--- src/rtl/core/att_pkg.sv ---
// Shared types, widths and constants for the accelerometer tilt-angle pipeline.
// Used by every module under rtl/core; depends on nothing.
`default_nettype none

package att_pkg;

  // Sample and angle formats
  localparam int RAW_BITS        = 16;
  localparam int SAMPLE_BITS     = 12;
  localparam int ANGLE_FRAC_BITS = 8;
  localparam int ANGLE_BITS      = 16;
  localparam int ORIENT_BITS     = 2;

  // Configuration port
  localparam int CFG_BITS     = 12;
  localparam int CFG_IDX_BITS = 2;
  localparam logic [CFG_IDX_BITS-1:0] CFG_LANDSCAPE_BELOW = 2'd0;
  localparam logic [CFG_IDX_BITS-1:0] CFG_PORTRAIT_ABOVE  = 2'd1;
  localparam logic [CFG_BITS-1:0] LANDSCAPE_BELOW_RST = 12'd300;
  localparam logic [CFG_BITS-1:0] PORTRAIT_ABOVE_RST  = 12'd850;

  // Orientation codes
  localparam logic [ORIENT_BITS-1:0] ORIENT_NONE      = 2'd0;
  localparam logic [ORIENT_BITS-1:0] ORIENT_LANDSCAPE = 2'd1;
  localparam logic [ORIENT_BITS-1:0] ORIENT_PORTRAIT  = 2'd2;

  // Magnitude path
  localparam int MAG_BITS  = SAMPLE_BITS;          // |sample| up to 2^(SAMPLE_BITS-1)
  localparam int SQ_BITS   = 2 * SAMPLE_BITS - 1;  // |sample|^2
  localparam int SUM_BITS  = SQ_BITS + 1;          // x^2 + y^2
  localparam int LOG_BITS  = $clog2(SUM_BITS);
  localparam int K_BITS    = 5;                    // normalizing shift, 19..30
  localparam int K_BASE    = 61;                   // k = (K_BASE - msb) / 2
  localparam int RAD_BITS  = 62;                   // normalized radicand
  localparam int RES_BITS  = 62;                   // square-root partial result
  localparam int ROOT_BITS = 31;                   // final root and scaled |z|
  localparam int SQRT_STEPS = 31;

  // CORDIC vectoring
  localparam int CORDIC_STEPS = 24;
  localparam int CW           = 34;                // x/y datapath, signed
  localparam int TAB_FRAC     = 20;                // table units: 2^-20 degree
  localparam int ACC_W        = 29;                // angle accumulator, signed
  localparam int ANG_INT_W    = ACC_W + 1;
  localparam int ROUND_SH     = TAB_FRAC - ANGLE_FRAC_BITS;

  typedef struct packed {
    logic [RAW_BITS-1:0] raw_x;
    logic [RAW_BITS-1:0] raw_y;
    logic [RAW_BITS-1:0] raw_z;
  } in_t;

  typedef struct packed {
    logic signed [SAMPLE_BITS-1:0] accel_x;
    logic signed [SAMPLE_BITS-1:0] accel_y;
    logic signed [SAMPLE_BITS-1:0] accel_z;
    logic signed [ANGLE_BITS-1:0]  tilt_angle;
    logic                          angle_valid;
    logic [ORIENT_BITS-1:0]        orientation;
  } out_t;

  // Per-reading data that rides along the whole pipeline
  typedef struct packed {
    logic signed [SAMPLE_BITS-1:0] accel_x;
    logic signed [SAMPLE_BITS-1:0] accel_y;
    logic signed [SAMPLE_BITS-1:0] accel_z;
    logic [ORIENT_BITS-1:0]        orientation;
    logic                          angle_ok;
    logic                          z_zero;
    logic                          z_neg;
  } side_t;

  typedef struct packed {
    logic [RAD_BITS-1:0]  rad;
    logic [RES_BITS-1:0]  res;
    logic [ROOT_BITS-1:0] zx;
    side_t                side;
  } sqrt_bus_t;

  typedef struct packed {
    logic signed [CW-1:0]    xv;
    logic signed [CW-1:0]    yv;
    logic signed [ACC_W-1:0] acc;
    side_t                   side;
  } cordic_bus_t;

  typedef struct packed {
    logic [CFG_BITS-1:0] landscape_below;
    logic [CFG_BITS-1:0] portrait_above;
  } cfg_t;

  // atan(2^-i) in 2^-20 degree
  function automatic logic [ACC_W-1:0] atan_tab(input int idx);
    logic [ACC_W-1:0] v;
    case (idx)
      0:  v = 29'd47185920;
      1:  v = 29'd27855475;
      2:  v = 29'd14718068;
      3:  v = 29'd7471121;
      4:  v = 29'd3750058;
      5:  v = 29'd1876857;
      6:  v = 29'd938658;
      7:  v = 29'd469357;
      8:  v = 29'd234682;
      9:  v = 29'd117342;
      10: v = 29'd58671;
      11: v = 29'd29335;
      12: v = 29'd14668;
      13: v = 29'd7334;
      14: v = 29'd3667;
      15: v = 29'd1833;
      16: v = 29'd917;
      17: v = 29'd458;
      18: v = 29'd229;
      19: v = 29'd115;
      20: v = 29'd57;
      21: v = 29'd29;
      22: v = 29'd14;
      23: v = 29'd7;
      default: v = '0;
    endcase
    return v;
  endfunction

endpackage

`default_nettype wire

--- src/rtl/core/att_sqrt_cell.sv ---
// One digit-pair step of the restoring integer square root.
// Cell STEP of the root chain; depends on att_pkg.
`default_nettype none

module att_sqrt_cell
  import att_pkg::*;
#(
  parameter int STEP = 0
)(
  input  wire logic      clk,
  input  wire logic      rst_n,
  input  wire logic      in_vld,
  input  wire sqrt_bus_t in_bus,
  output logic           up_ready,
  output logic           out_vld,
  output sqrt_bus_t      out_bus,
  input  wire logic      dn_ready
);

  localparam logic [RES_BITS-1:0] BIT = RES_BITS'(1) << (2 * (SQRT_STEPS - 1 - STEP));

  logic      vld_r;
  sqrt_bus_t bus_r;
  sqrt_bus_t bus_nxt;
  logic [RES_BITS:0] trial;

  assign up_ready = !vld_r || dn_ready;

  always_comb begin
    bus_nxt = in_bus;
    trial   = {1'b0, in_bus.res} + {1'b0, BIT};
    if ({1'b0, in_bus.rad} >= trial) begin
      bus_nxt.rad = in_bus.rad - trial[RAD_BITS-1:0];
      bus_nxt.res = (in_bus.res >> 1) + BIT;
    end else begin
      bus_nxt.res = in_bus.res >> 1;
    end
  end

  always_ff @(posedge clk) begin
    if (!rst_n) begin
      vld_r <= 1'b0;
    end else if (up_ready) begin
      vld_r <= in_vld;
    end
  end

  always_ff @(posedge clk) begin
    if (up_ready && in_vld) begin
      bus_r <= bus_nxt;
    end
  end

  assign out_vld = vld_r;
  assign out_bus = bus_r;

endmodule

`default_nettype wire

--- config.mk ---
export PLATFORM = sky130hd
export DESIGN_NAME = att_sqrt_cell
export DESIGN_NICKNAME = d
export VERILOG_FILES = /design/src/rtl/core/att_pkg.sv /design/src/rtl/core/att_sqrt_cell.sv
export SDC_FILE = /design/constraint.sdc
export NUM_CORES = 1
export LEC_CHECK = 0
export BUFFER_PORTS_ARGS = -buffer_cell sky130_fd_sc_hd__buf_2
export CORE_MARGIN = 2
export CORE_UTILIZATION = 45
export CTS_CLUSTER_SIZE = 20
export DETAILED_ROUTE_END_ITERATION = 10
export GPL_TIMING_DRIVEN = 0
export PLACE_DENSITY = 0.81
export RECOVER_POWER = 100
export SLEW_MARGIN = 20
export SYNTH_ARGS = -nofsm -noshare
export SYNTH_HDL_FRONTEND = slang
export SYNTH_SLANG_ARGS = --single-unit
--- constraint.sdc ---
create_clock -name clk -period 5.21 [get_ports clk]
set_clock_uncertainty 0.1 [all_clocks]
set_input_delay 0.2605 -clock clk [delete_from_list [all_inputs] [get_ports clk]]
set_output_delay 0.2605 -clock clk [all_outputs]
set_load 0.005 [all_outputs]
==> impl_results.md <==
* Worst-Skew Late Latency at 0.44 ns
* Post-Synth XOR/XNOR Area at 4.83%
* Static Leak at 6.07 nW
* Post-synth EDFFs at roughly 200
* CTS tree: built
* Switching share of power at 30.7%
* Highest net fanout along the worst path at 10
* Cell type of the slowest stage on the worst timing path: sky130_fd_sc_hd__dlygate4sd3_1
* Max-slew headroom at the worst pin at -57.8%
* Detailed-route via count at ~9800
* CP Class: in2reg
* Dominant combinational cell family by area after synthesis: compound AO/OA/AOI/OAI gates
* Pin count of the biggest net entering global routing at 59
* Cell area after technology mapping at approximately 11000 sq um
* Number of DRC markers after the initial detailed-route iteration at ~690
* Hold Path Depth at 2
* Antenna viol nets, final at 0
* Ordered cell list for the critical path: dlygate4sd3_1 > clkbuf_1 > inv_1 > ha_1 > nand4_1 > nor3_1 > o211ai_1 > a21oi_1 > o21ai_0 > a211oi_1 > o21ai_0 > o21ai_2 > buf_4 > buf_2 > a21oi_1
* Wire length of the first global-routing pass at approximately 52000 um
* Layout Area Growth over Synthesis at 38.5%
* Antenna violations before repair at 7
* Share of the synthesized area in compound gates (AO/OA/AOI/OAI) at 15.7%
* DP Wirelength at 25100 um
* Count of TritonRoute iterations in the first routing pass at 5
* Die area at ~25000 sq um
* Kind of path behind the tightest hold check: in2reg
* Element type at the critical path end: flip-flop
* Proportion of layout cells with a drive suffix above 1 at about 18%
* Final weighted congestion of routability-driven global placement at between 0.8 and 0.9
* Buffer count from post-CTS setup fixing at 0
* Part of the Yosys area used for sequential elements at 55.3%
* DRC violations left at 0
* Die height at 158 um
* Initial standard-cell utilization of the core at a little under half
* Final non-filler cell total at 1850
* Via/cell ratio at 5.28
* Final Hold Viols at 0
* Required time of the critical path at 5.28 ns
* Post-synthesis net count at 1224
* Count of boundary I/O pins at approximately 400
* Worst Setup Start Kind: input port
* GR Overflow Total at 0
* Share of synthesized flip-flops with an asynchronous set or reset at 0%
* Wire per inst at 19.3 um
* Maximum ir drop on the vdd rail at 0.180 mV
* Switching power summed over all nets at 1.33 mW
* Share of the clock period used by the worst path at 85.4%
* Number of distinct library cells after synthesis at 64
* Adder-cell area share of the yosys netlist at roughly 7.7%
* Most used DFF post-synth: sky130_fd_sc_hd__edfxtp_1
* Bufs on Longest Clock Path at 2
* Internal Pwr Total at 3.00 mW
* Worst EP arrival at 4.52 ns
* Violated checks: max-capacitance violations, max-slew violations
* Relative contribution of combinational cells to total power at 23.6%
* Root Driver: sky130_fd_sc_hd__clkbuf_16
* Maximum frequency from static timing analysis at 225 MHz
* Net count, final at between 1500 and 2000
* Clock power frac at 31.6%
* Simple-gate area share of the yosys netlist at 10.3%
* Endpoints failing setup at 0
* Maximum capacitance violations at 1
* Setup TNS at 0 ns
* Number of placed instances, taps included at 1678
* Number of clock sinks at approximately 200
* # rows at 56
* Yosys warnings at 0
* Source of the worst hold timing path: in_bus[154]
* Number of max-slew violations in the final report at 37
* Setup repair after global routing missed its margin: false
* Number of synthesized register bits at just under 200
* Placeable Area at 23400 sq um
* Crit Reg-Reg Startpoint: out_vld
* Buffers added on ports at just under 400
* Final WL at 35800 um
* Cells on worst reg2reg path at 4
* Least-Margin Pin Slew at 2.37 ns
* Die Span X at 158 um
* Multiplexer fraction of the synthesized cell area at 1.50%
* Worst Setup SP: in_bus[79]
* Power density of the placed cells at 293 nW/um^2
* Time the worst path needs with I/O delays and setup at approximately 4.4 ns
* CTS H-tree lvls at 4
* Sequential fraction of design power at 44.8%
* Vias in the first global route at 9822
* Number of instances in the synthesized netlist at 959
* Global-route total usage across every layer at 27.6%
* Number of gates resized after cts at 0
* Clock buffer count from CTS at 17
* Clock slew at the register clock pins of the worst setup and hold paths at 0.09 ns
* Status: finished with violations
* Post-synthesis area per instance at 11.1 sq um
* Crit-path max cell delay at 0.54 ns
-- cell usage in the layout (no fill, tap or decap), drive strengths merged, types with 23 or more instances in the layout --
master and instances:
dlygate4sd3 134, clkbuf 256, buf 201, o21ai 45, xor2 23, ha 64, nand4 27, a21oi 121
inv 92, a21o 29, edfxtp 196, nor2 84, nand2 60, xnor2 36
-- routing by layer --
metal / up-vias / global-route usage [%] / wire (um)
met5: - / 0 / 16
met4: 2 / 11.7 / 1330
met3: 88 / 7.94 / 2830
met2: 422 / 50.0 / 18300
met1: 4646 / 30.2 / 13300
li1: 4612 / - / -
-- critical path, delay by kind of cell --
family / cells / cell delay (ns)
buffers and inverters: 5 / 1.30
AND/OR/NAND/NOR: 2 / 0.51
AO/OA/AOI/OAI: 7 / 2.04
adder cells (fa/ha/maj): 1 / 0.38
-- synthesized netlist by cell type (10+ instances only) --
master / count / share of area, %
sky130_fd_sc_hd__nand2_1: 60 / 2.1
sky130_fd_sc_hd__clkbuf_1: 16 / 0.56
sky130_fd_sc_hd__xor2_1: 23 / 1.9
sky130_fd_sc_hd__edfxtp_1: 196 / 55
sky130_fd_sc_hd__a211oi_1: 10 / 0.70
sky130_fd_sc_hd__nor3_1: 13 / 0.61
sky130_fd_sc_hd__nand4_1: 27 / 1.6
sky130_fd_sc_hd__o21ai_0: 38 / 1.8
sky130_fd_sc_hd__buf_2: 16 / 0.75
sky130_fd_sc_hd__nor2_1: 84 / 3.0
sky130_fd_sc_hd__mux2_2: 12 / 1.3
sky130_fd_sc_hd__o21bai_1: 15 / 1.1
sky130_fd_sc_hd__a21oi_1: 121 / 5.7
sky130_fd_sc_hd__nand3_1: 13 / 0.61
sky130_fd_sc_hd__a21o_1: 28 / 2.0
sky130_fd_sc_hd__ha_1: 64 / 7.5
sky130_fd_sc_hd__xnor2_1: 36 / 3.0
sky130_fd_sc_hd__nand2b_1: 10 / 0.59
sky130_fd_sc_hd__inv_1: 83 / 2.9
-- flip-flops by register name (all words and copies together) (netlist names) --
register and flops:
out_bus 196, out_vld 1
-- what timing repair did --
item / in CTS / in global routing
hold buffers: 134 / 0
setup endpoints to repair: 0 / 0
endpoints found under the hold margin: 133 / 0
-- per-stage QoR --
| step | hold WS, ns | area, sq um | util (%) | total power [mW] | worst slack [ns] |
|---|---|---|---|---|---|
| floorplan | 0.259 | 10700 | - | 2.55 | 1.82 |
| global placement | 0.338 | 13100 | 55.9 | 2.89 | 0.884 |
| detailed placement | 0.339 | 13200 | 56.2 | 2.92 | 1.22 |
| CTS | 0.0258 | 15100 | 64.6 | 4.36 | 1.16 |
| global route | 0.0282 | 14800 | 63.2 | 4.53 | 0.474 |
| finish | 0.0451 | 14800 | 63.2 | 4.33 | 0.760 |
-- cell families after synthesis --
group,count (synthesis)
AO/OA/AOI/OAI,266
AND/OR/NAND/NOR,235
flip-flops,197
buffers and inverters,123
adder cells (fa/ha/maj),65
XOR/XNOR,59
multiplexers,14
-- area by class of cell --
type	count	area, sq um
clock inverter	15	190
timing repair buffer	534	3090
antenna	6	15.0
fill	1983	8600
inverter	83	312
sequential	197	5910
buffer	40	201
clock buffer	17	425
tap	319	399
multi-input combinational	639	4260
-- power groups by stage --
stage	logic [mW]	registers, mW	clock network [mW]
finish	1.02	1.94	1.37
detailed placement	0.954	1.96	0
CTS	1.04	1.93	1.39
floorplan	0.555	1.99	0
global route	1.12	1.95	1.45
global placement	0.923	1.97	0
-- path summary, 6_finish.rpt --
kind	to	slack, ns
setup / recovery	out_bus[168]	0.76
hold / removal	out_bus[154]	0.05
setup reg to reg	out_bus[183]	0.94
hold reg to reg	out_vld	1.01
Power figures use the tool's default switching activity.
