**config.mk**
```make
export PLATFORM = sky130hd
export DESIGN_NAME = att_cordic_cell
export DESIGN_NICKNAME = d
export VERILOG_FILES = /design/src/rtl/core/att_pkg.sv /design/src/rtl/core/att_cordic_cell.sv
export SDC_FILE = /design/constraint.sdc
export NUM_CORES = 1
export LEC_CHECK = 0
export CORE_ASPECT_RATIO = 0.5
export CORE_UTILIZATION = 60
export CTS_BUF_LIST = sky130_fd_sc_hd__clkbuf_2
export DETAILED_ROUTE_END_ITERATION = 10
export DONT_BUFFER_PORTS = 1
export PLACE_DENSITY = 0.72
export SETUP_SLACK_MARGIN = 0.4
export SKIP_LAST_GASP = 1
export SLEW_MARGIN = 20
export SYNTH_ARGS = -nofsm -noshare
export SYNTH_HDL_FRONTEND = slang
export SYNTH_SLANG_ARGS = --single-unit
```
**constraint.sdc**
```tcl
create_clock -name clk -period 7.1 [get_ports clk]
set_input_delay 1.42 -clock clk [delete_from_list [all_inputs] [get_ports clk]]
set_output_delay 1.42 -clock clk [all_outputs]
set_load 0.005 [all_outputs]
```
**src/rtl/core/att_pkg.sv**
```systemverilog
// Shared types, widths and constants for the accelerometer tilt-angle pipeline.
// Used by every module under rtl/core; depends on nothing.
`default_nettype none

package att_pkg;

  // Sample and angle formats
  localparam int RAW_BITS        = 16;
  localparam int SAMPLE_BITS     = 12;
  localparam int ANGLE_FRAC_BITS = 8;
  localparam int ANGLE_BITS      = 16;
  localparam int ORIENT_BITS     = 2;

  // Configuration port
  localparam int CFG_BITS     = 12;
  localparam int CFG_IDX_BITS = 2;
  localparam logic [CFG_IDX_BITS-1:0] CFG_LANDSCAPE_BELOW = 2'd0;
  localparam logic [CFG_IDX_BITS-1:0] CFG_PORTRAIT_ABOVE  = 2'd1;
  localparam logic [CFG_BITS-1:0] LANDSCAPE_BELOW_RST = 12'd300;
  localparam logic [CFG_BITS-1:0] PORTRAIT_ABOVE_RST  = 12'd850;

  // Orientation codes
  localparam logic [ORIENT_BITS-1:0] ORIENT_NONE      = 2'd0;
  localparam logic [ORIENT_BITS-1:0] ORIENT_LANDSCAPE = 2'd1;
  localparam logic [ORIENT_BITS-1:0] ORIENT_PORTRAIT  = 2'd2;

  // Magnitude path
  localparam int MAG_BITS  = SAMPLE_BITS;          // |sample| up to 2^(SAMPLE_BITS-1)
  localparam int SQ_BITS   = 2 * SAMPLE_BITS - 1;  // |sample|^2
  localparam int SUM_BITS  = SQ_BITS + 1;          // x^2 + y^2
  localparam int LOG_BITS  = $clog2(SUM_BITS);
  localparam int K_BITS    = 5;                    // normalizing shift, 19..30
  localparam int K_BASE    = 61;                   // k = (K_BASE - msb) / 2
  localparam int RAD_BITS  = 62;                   // normalized radicand
  localparam int RES_BITS  = 62;                   // square-root partial result
  localparam int ROOT_BITS = 31;                   // final root and scaled |z|
  localparam int SQRT_STEPS = 31;

  // CORDIC vectoring
  localparam int CORDIC_STEPS = 24;
  localparam int CW           = 34;                // x/y datapath, signed
  localparam int TAB_FRAC     = 20;                // table units: 2^-20 degree
  localparam int ACC_W        = 29;                // angle accumulator, signed
  localparam int ANG_INT_W    = ACC_W + 1;
  localparam int ROUND_SH     = TAB_FRAC - ANGLE_FRAC_BITS;

  typedef struct packed {
    logic [RAW_BITS-1:0] raw_x;
    logic [RAW_BITS-1:0] raw_y;
    logic [RAW_BITS-1:0] raw_z;
  } in_t;

  typedef struct packed {
    logic signed [SAMPLE_BITS-1:0] accel_x;
    logic signed [SAMPLE_BITS-1:0] accel_y;
    logic signed [SAMPLE_BITS-1:0] accel_z;
    logic signed [ANGLE_BITS-1:0]  tilt_angle;
    logic                          angle_valid;
    logic [ORIENT_BITS-1:0]        orientation;
  } out_t;

  // Per-reading data that rides along the whole pipeline
  typedef struct packed {
    logic signed [SAMPLE_BITS-1:0] accel_x;
    logic signed [SAMPLE_BITS-1:0] accel_y;
    logic signed [SAMPLE_BITS-1:0] accel_z;
    logic [ORIENT_BITS-1:0]        orientation;
    logic                          angle_ok;
    logic                          z_zero;
    logic                          z_neg;
  } side_t;

  typedef struct packed {
    logic [RAD_BITS-1:0]  rad;
    logic [RES_BITS-1:0]  res;
    logic [ROOT_BITS-1:0] zx;
    side_t                side;
  } sqrt_bus_t;

  typedef struct packed {
    logic signed [CW-1:0]    xv;
    logic signed [CW-1:0]    yv;
    logic signed [ACC_W-1:0] acc;
    side_t                   side;
  } cordic_bus_t;

  typedef struct packed {
    logic [CFG_BITS-1:0] landscape_below;
    logic [CFG_BITS-1:0] portrait_above;
  } cfg_t;

  // atan(2^-i) in 2^-20 degree
  function automatic logic [ACC_W-1:0] atan_tab(input int idx);
    logic [ACC_W-1:0] v;
    case (idx)
      0:  v = 29'd47185920;
      1:  v = 29'd27855475;
      2:  v = 29'd14718068;
      3:  v = 29'd7471121;
      4:  v = 29'd3750058;
      5:  v = 29'd1876857;
      6:  v = 29'd938658;
      7:  v = 29'd469357;
      8:  v = 29'd234682;
      9:  v = 29'd117342;
      10: v = 29'd58671;
      11: v = 29'd29335;
      12: v = 29'd14668;
      13: v = 29'd7334;
      14: v = 29'd3667;
      15: v = 29'd1833;
      16: v = 29'd917;
      17: v = 29'd458;
      18: v = 29'd229;
      19: v = 29'd115;
      20: v = 29'd57;
      21: v = 29'd29;
      22: v = 29'd14;
      23: v = 29'd7;
      default: v = '0;
    endcase
    return v;
  endfunction

endpackage

`default_nettype wire

```
**src/rtl/core/att_cordic_cell.sv**
```systemverilog
// One CORDIC vectoring micro-rotation with its angle-table term.
// Cell STEP of the rotation chain; depends on att_pkg.
`default_nettype none

module att_cordic_cell
  import att_pkg::*;
#(
  parameter int STEP = 0
)(
  input  wire logic        clk,
  input  wire logic        rst_n,
  input  wire logic        in_vld,
  input  wire cordic_bus_t in_bus,
  output logic             up_ready,
  output logic             out_vld,
  output cordic_bus_t      out_bus,
  input  wire logic        dn_ready
);

  localparam logic signed [ACC_W-1:0] ANG = atan_tab(STEP);

  logic        vld_r;
  cordic_bus_t bus_r;
  cordic_bus_t bus_nxt;
  logic signed [CW-1:0] xs, ys;

  assign up_ready = !vld_r || dn_ready;

  always_comb begin
    bus_nxt = in_bus;
    xs = in_bus.xv >>> STEP;
    ys = in_bus.yv >>> STEP;
    // rotate toward the x axis
    if (!in_bus.yv[CW-1]) begin
      bus_nxt.xv  = in_bus.xv + ys;
      bus_nxt.yv  = in_bus.yv - xs;
      bus_nxt.acc = in_bus.acc + ANG;
    end else begin
      bus_nxt.xv  = in_bus.xv - ys;
      bus_nxt.yv  = in_bus.yv + xs;
      bus_nxt.acc = in_bus.acc - ANG;
    end
  end

  always_ff @(posedge clk) begin
    if (!rst_n) begin
      vld_r <= 1'b0;
    end else if (up_ready) begin
      vld_r <= in_vld;
    end
  end

  always_ff @(posedge clk) begin
    if (up_ready && in_vld) begin
      bus_r <= bus_nxt;
    end
  end

  assign out_vld = vld_r;
  assign out_bus = bus_r;

endmodule

`default_nettype wire
```
==> flow_summary.json, run 1 <==
{
  "nFillCells": 1364,
  "clkLatencyLatePin_ns": 0.71,
  "synth_xor_area_frac": 0.0617,
  "rsz0062_at_grt": "no",
  "grt_pass1_wl_um": 44800,
  "start_util": 0.619,
  "netSwitchingPower_uw": 742,
  "ctsResizeCount": 0,
  "core_um2": 16500,
  "viasPerCell": 6.46,
  "root_buffer": "clkbuf_2",
  "ff_latch_area_um2": 4130,
  "utilization": 0.642,
  "synth-compound-area-share": 0.202,
  "avgRoutedWirePerCell_um": 23.4,
  "yosysWarnings": 0,
  "numClockSinks": 138,
  "cap_violations": 0,
  "die_h_um": 94.3,
  "pre_cts_ws_ns": 2.53,
  "outcome": "completed",
  "crit_path_end_kind": "flip-flop",
  "drv_slew": 0,
  "combPwrFrac": 0.270,
  "globalplace.congestion": 0.930,
  "drive_gt1_frac": 0.0522,
  "clk_path_buf_depth": 2,
  "grt_max_degree": 83,
  "p_seq_frac": 0.489,
  "ant_nets": 0,
  "holdCritPathClass": "reg2reg",
  "required_ns": 7.58,
  "dpl.hpwl_um": 22800,
  "clkPwrFrac": 0.241,
  "worst_slew_pin_slew_ns": 1.04,
  "port_buffers": 0,
  "synth-edff-count": 137,
  "final_cell_mix": "edfxtp_1, a21oi_1, inv_1, ha_1, nor2_1",
  "worstSetupPathType": "in2reg",
  "min_period_ns": 3.94,
  "fin_crit_sh": 0.555,
  "htreeDepth": 4,
  "synth_mux_area_frac": 0.0166,
  "path_max_fanout": 13,
  "synth-seq-area-share": 0.404,
  "switching_share": 0.341,
  "synth_top_family_by_area": "compound AO/OA/AOI/OAI gates",
  "die_x_um": 187,
  "post_cts_buffers": 0,
  "die_area_um2": 17600,
  "synthAdderAreaFrac": 0.139,
  "core.rowCount": 33,
  "async_flop_share": 0,
  "multi_input_area_um2": 5460,
  "drtPass1Iterations": 5,
  "syn_area_um2": 10200,
  "startpoint_type": "primary input",
  "skew_ns": 0.0277,
  "num-nets-final": 1294,
  "synth.avg_cell_area_um2": 9.61,
  "finalWorstSetupSlack_ns": 3.16,
  "wirelength_um": 29900,
  "critPathArrivalTime_ns": 4.42,
  "drc": 0,
  "power_density_nw_per_um2": 205,
  "grt_usage": 0.335,
  "synth_cells": 1064,
  "cts_buffers": 17,
  "clk_transition_reported_paths_ns": 0.22,
  "ios": 282,
  "synth_seq_cells": 138,
  "vdd_ir_drop_max_mv": 0.168,
  "synthSimpleGateAreaFrac": 0.115,
  "antenna_found_initial": 2,
  "max_freq_mhz": 254,
  "grt_pass1_vias": 7771,
  "cts_tree": "yes",
  "layout_commonest_cell": "edfxtp_1",
  "maxSlewHeadroom": 0.305,
  "tns_ns": 0,
  "grt_overflow": 0,
  "drt_iter0_drc": 864,
  "ys_dominant_reg_cell": "edfxtp_1",
  "p_leak_uw": 0.00437,
  "hold_viol_final": 0,
  "yosysUniqueCellTypes": 75,
  "setup_viol": 0,
  "syn-num-nets": 1317,
  "vias": 8282,
  "ctsHoldBuffers": 0,
  "syn_to_final_growth_pct": 3.65,
  "p_int_uw": 1440
}
-- critical path, cell delays in order --
cell      delay [ns]
inv_1           0.03
ha_1            0.46
a21o_1          0.26
a21oi_1         0.28
a21oi_1         0.12
a211o_1         0.35
a211oi_1        0.57
o31ai_1         0.22
o211ai_1        0.33
a41oi_1         0.18
xor2_1          0.19
-- registers in the layout, indices dropped and copies added, names as in the netlist --
name and cells:
out_vld 1, out_bus 137
-- routing by layer --
| layer | GRT usage | vias up | part of all wire |
|---|---|---|---|
| met5 | 0 | - | 0.00037 |
| met4 | 0.0806 | 2 | 0.014 |
| met3 | 0.0993 | 46 | 0.10 |
| met2 | 0.539 | 476 | 0.47 |
| met1 | 0.447 | 3989 | 0.42 |
| li1 | - | 3769 | - |
-- cells in the mapped netlist, types with 17 or more instances --
cell	n	area, µm²
a21oi_1	121	606
xnor2_1	62	543
edfxtp_1	137	4110
nand2b_1	17	106
nand3_1	17	85.1
o21bai_1	18	135
ha_1	107	1340
o21ai_0	61	305
clkbuf_1	28	105
mux2i_1	17	170
a21o_1	20	150
inv_1	111	417
nand2_1	48	180
nor2_1	72	270
-- path summary, 6_finish.rpt --
path               from           end  slack [ns]  cells after the start
max reg2reg     out_vld  out_bus[100]        4.57                      3
min reg2reg     out_vld       out_vld        0.67                      2
max          in_bus[74]   out_bus[96]        3.16                     11
min             out_vld       out_vld        0.67                      2
-- layout make-up --
type                            instances  area share
Antenna cell                            1    0.000236
Clock buffer                           19     0.00897
Clock inverter                         13      0.0159
Inverter                              117      0.0414
Multi-Input combinational cell        765       0.515
Sequential cell                       138       0.390
Tap cell                              227      0.0268
Timing Repair Buffer                    2     0.00142
-- power by group through the flow --
stage,Combinational (µW),Sequential (µW),Clock [µW]
CTS,573,1070,534
detailed placement,569,1080,0
global route,637,1070,565
floorplan,442,1070,0
global placement,564,1080,0
finish,587,1070,526
-- logic make-up (layout without fill, tap and decap cells) --
logic type      count (synthesis)  count (layout)
buf+inv                       161             151
simple gates                  239             239
mux                            17              17
flops                         138             138
fa+ha+maj                     111             111
compound gates                326             326
xor+xnor                       72              72
other cells                     0               1
-- per-stage QoR --
stage	area, µm²	hold slack, ns	std cells	total power [µW]
floorplan	10200	0.537	1064	1510
global placement	10300	0.575	1249	1650
detailed placement	10300	0.619	1249	1650
CTS	10600	0.643	1281	2170
global route	10600	0.671	1282	2270
finish	10600	0.666	1282	2180
No activity file was read; power rests on OpenSTA's default activity.
==> run 2, diff against run 1 <==
==> constraint.sdc (replaced) <==
create_clock -name clk -period 4 [get_ports clk]
set_input_delay 0.8 -clock clk [delete_from_list [all_inputs] [get_ports clk]]
set_output_delay 0.8 -clock clk [all_outputs]
set_load 0.005 [all_outputs]
==> run 2 against run 1 <==
  * Sequential cell count unchanged
  * Final cell count up 2.0%
  * Total power rose by 86%
  * Worst hold slack worse by 0.55 ns
  * First-iteration DRC count down 13%
  * Via count is 1.4% higher
  * Clock-buffer cell count is 2 lower
  * Clock power increased by 100%
  * Combinational power up 86%
  * Sequential power rose by 77%
  * Critical path depth is 1 higher
  * Clock skew rose by 0.018 ns
  * Critical endpoint is now out_bus[103]
==> flow_summary.json, run 2 (same netlist as run 1, synthesis figures left out) <==
{
  "holdWs_ns": 0.119,
  "min_period_ns": 3.07,
  "worstPathCellList": "inv_1 > ha_1 > buf_4 > nor3_1 > o21ai_0 > a31oi_1 > a22oi_1 > o31ai_2 > a41oi_1 > or2_1 > a311oi_2 > xnor2_1",
  "fin_crit_sh": 0.767,
  "power_density_nw_per_um2": 373,
  "worstSetupPathType": "in2reg",
  "critPathArrivalTime_ns": 3.66,
  "max_stage_delay_ns": 0.45,
  "tns_ns": 0,
  "cts_buffers": 17,
  "crit_cells": 12,
  "cts_tree": "yes",
  "required_ns": 4.60,
  "die_area_um2": 17600,
  "cap_violations": 0,
  "maxSlewHeadroom": 0.538,
  "holdCritPathClass": "in2reg",
  "hold_viol_final": 0,
  "die_h_um": 94.3,
  "post_cts_buffers": 0,
  "antennaDiodeCount": 0,
  "critical_path_buf_inv_count": 2,
  "r2r-start": "out_vld",
  "ff_latch_area_um2": 4130,
  "finalWorstSetupSlack_ns": 0.931,
  "vdd_ir_drop_max_mv": 0.257,
  "root_buffer": "clkbuf_2",
  "avgRoutedWirePerCell_um": 23.8,
  "antenna_found_initial": 0,
  "core.rowCount": 33,
  "grt_max_degree": 77,
  "die_x_um": 187,
  "port_buffers": 0,
  "grt_pass1_vias": 7928,
  "worst_slew_pin_slew_ns": 0.693,
  "htreeDepth": 4,
  "largest_reg_flops": 137,
  "hold_start": "in_bus[7]",
  "drt_iter0_drc": 748,
  "num-nets-final": 1322,
  "vias": 8400,
  "drv_slew": 0,
  "ctsHoldBuffers": 0,
  "setup_viol": 0,
  "layout_commonest_cell": "edfxtp_1",
  "hold_path_end": "out_bus[7]",
  "globalplace.congestion": 0.988,
  "final_cell_mix": "edfxtp_1, a21oi_1, inv_1, ha_1, nor2_1",
  "pre_cts_ws_ns": 0.154,
  "viasPerCell": 6.42,
  "multi_input_area_um2": 5460,
  "placed_cell_area_um2": 10600,
  "grt_pass1_wl_um": 46900,
  "start_util": 0.619,
  "skew_ns": 0.0454,
  "wirelength_um": 31100,
  "rsz0062_at_grt": "no",
  "slowest_stage": "ha_1",
  "drtPass1Iterations": 5,
  "ctsResizeCount": 0,
  "startpoint_type": "primary input",
  "r2r-end": "out_bus[3]",
  "utilization": 0.657,
  "path_max_fanout": 10,
  "max_freq_mhz": 326,
  "outcome": "completed",
  "stdcell_area_um2": 10800,
  "grt_usage": 0.352,
  "grt_overflow": 0,
  "ios": 282,
  "clk_path_buf_depth": 2,
  "holdPathStages": 0,
  "drc": 0,
  "reg2reg_depth": 3,
  "syn_to_final_growth_pct": 6.07,
  "path_delay_family": "compound AO/OA/AOI/OAI gates",
  "nFillCells": 1344,
  "clkLatencyLatePin_ns": 0.79,
  "numClockSinks": 138,
  "dpl.hpwl_um": 23600,
  "crit_path_end_kind": "flip-flop",
  "ant_nets": 0,
  "r2r_slack_ns": 2.07,
  "p_leak_uw": 0.00452,
  "clk_transition_reported_paths_ns": 0.28,
  "core_um2": 16500,
  "drive_gt1_frac": 0.0759
}
-- run 2: cell count changes in the layout (fill, tap and decap cells not counted) --
cell        delta
clkbuf_2       -2
diode_2        -1
buf_12         +1
clkinv_4       -2
clkinvlp_4     -1
inv_8          +1
bufinv_16      +1
buf_4         +27
clkinv_2       -1
inv_6          +3
-- run 2: where the power goes --
group,internal (µW),switching [µW],total (µW)
clock,428,636,1060
sequential,1800,93.1,1890
combinational,420,673,1090
total,2650,1400,4050
-- run 2: area by class of cell --
type / instances / share of cell area
multi-input combinational: 765 / 0.504
tap: 227 / 0.0262
inverter: 117 / 0.0405
sequential: 138 / 0.381
timing repair buffer: 30 / 0.0219
clock buffer: 17 / 0.00784
clock inverter: 14 / 0.0190
-- run 2: layer usage --
layer | up-vias | wire (µm) | GRT usage
met4 | 0 | 452 | 0.0758
met3 | 41 | 3200 | 0.0997
met1 | 4034 | 13000 | 0.472
met5 | - | 0 | 0
met2 | 485 | 14400 | 0.574
li1 | 3840 | - | -
-- run 2: how the worst max path moves through the flow --
stage,from,to,slack (ns)
finish,in_bus[88],out_bus[103],0.93
global route,in_bus[88],out_bus[103],0.80
CTS,in_bus[88],out_bus[103],1.01
detailed placement,in_bus[88],out_bus[103],0.15
global placement,in_bus[88],out_bus[103],0.18
floorplan,in_bus[103],out_bus[69],0.71
-- run 2: per-stage QoR --
step | std cells | power, µW
after floorplan | 1064 | 2670
after global placement | 1277 | 2970
after detailed placement | 1277 | 2990
after CTS | 1308 | 4030
after global routing | 1308 | 4200
final | 1308 | 4050
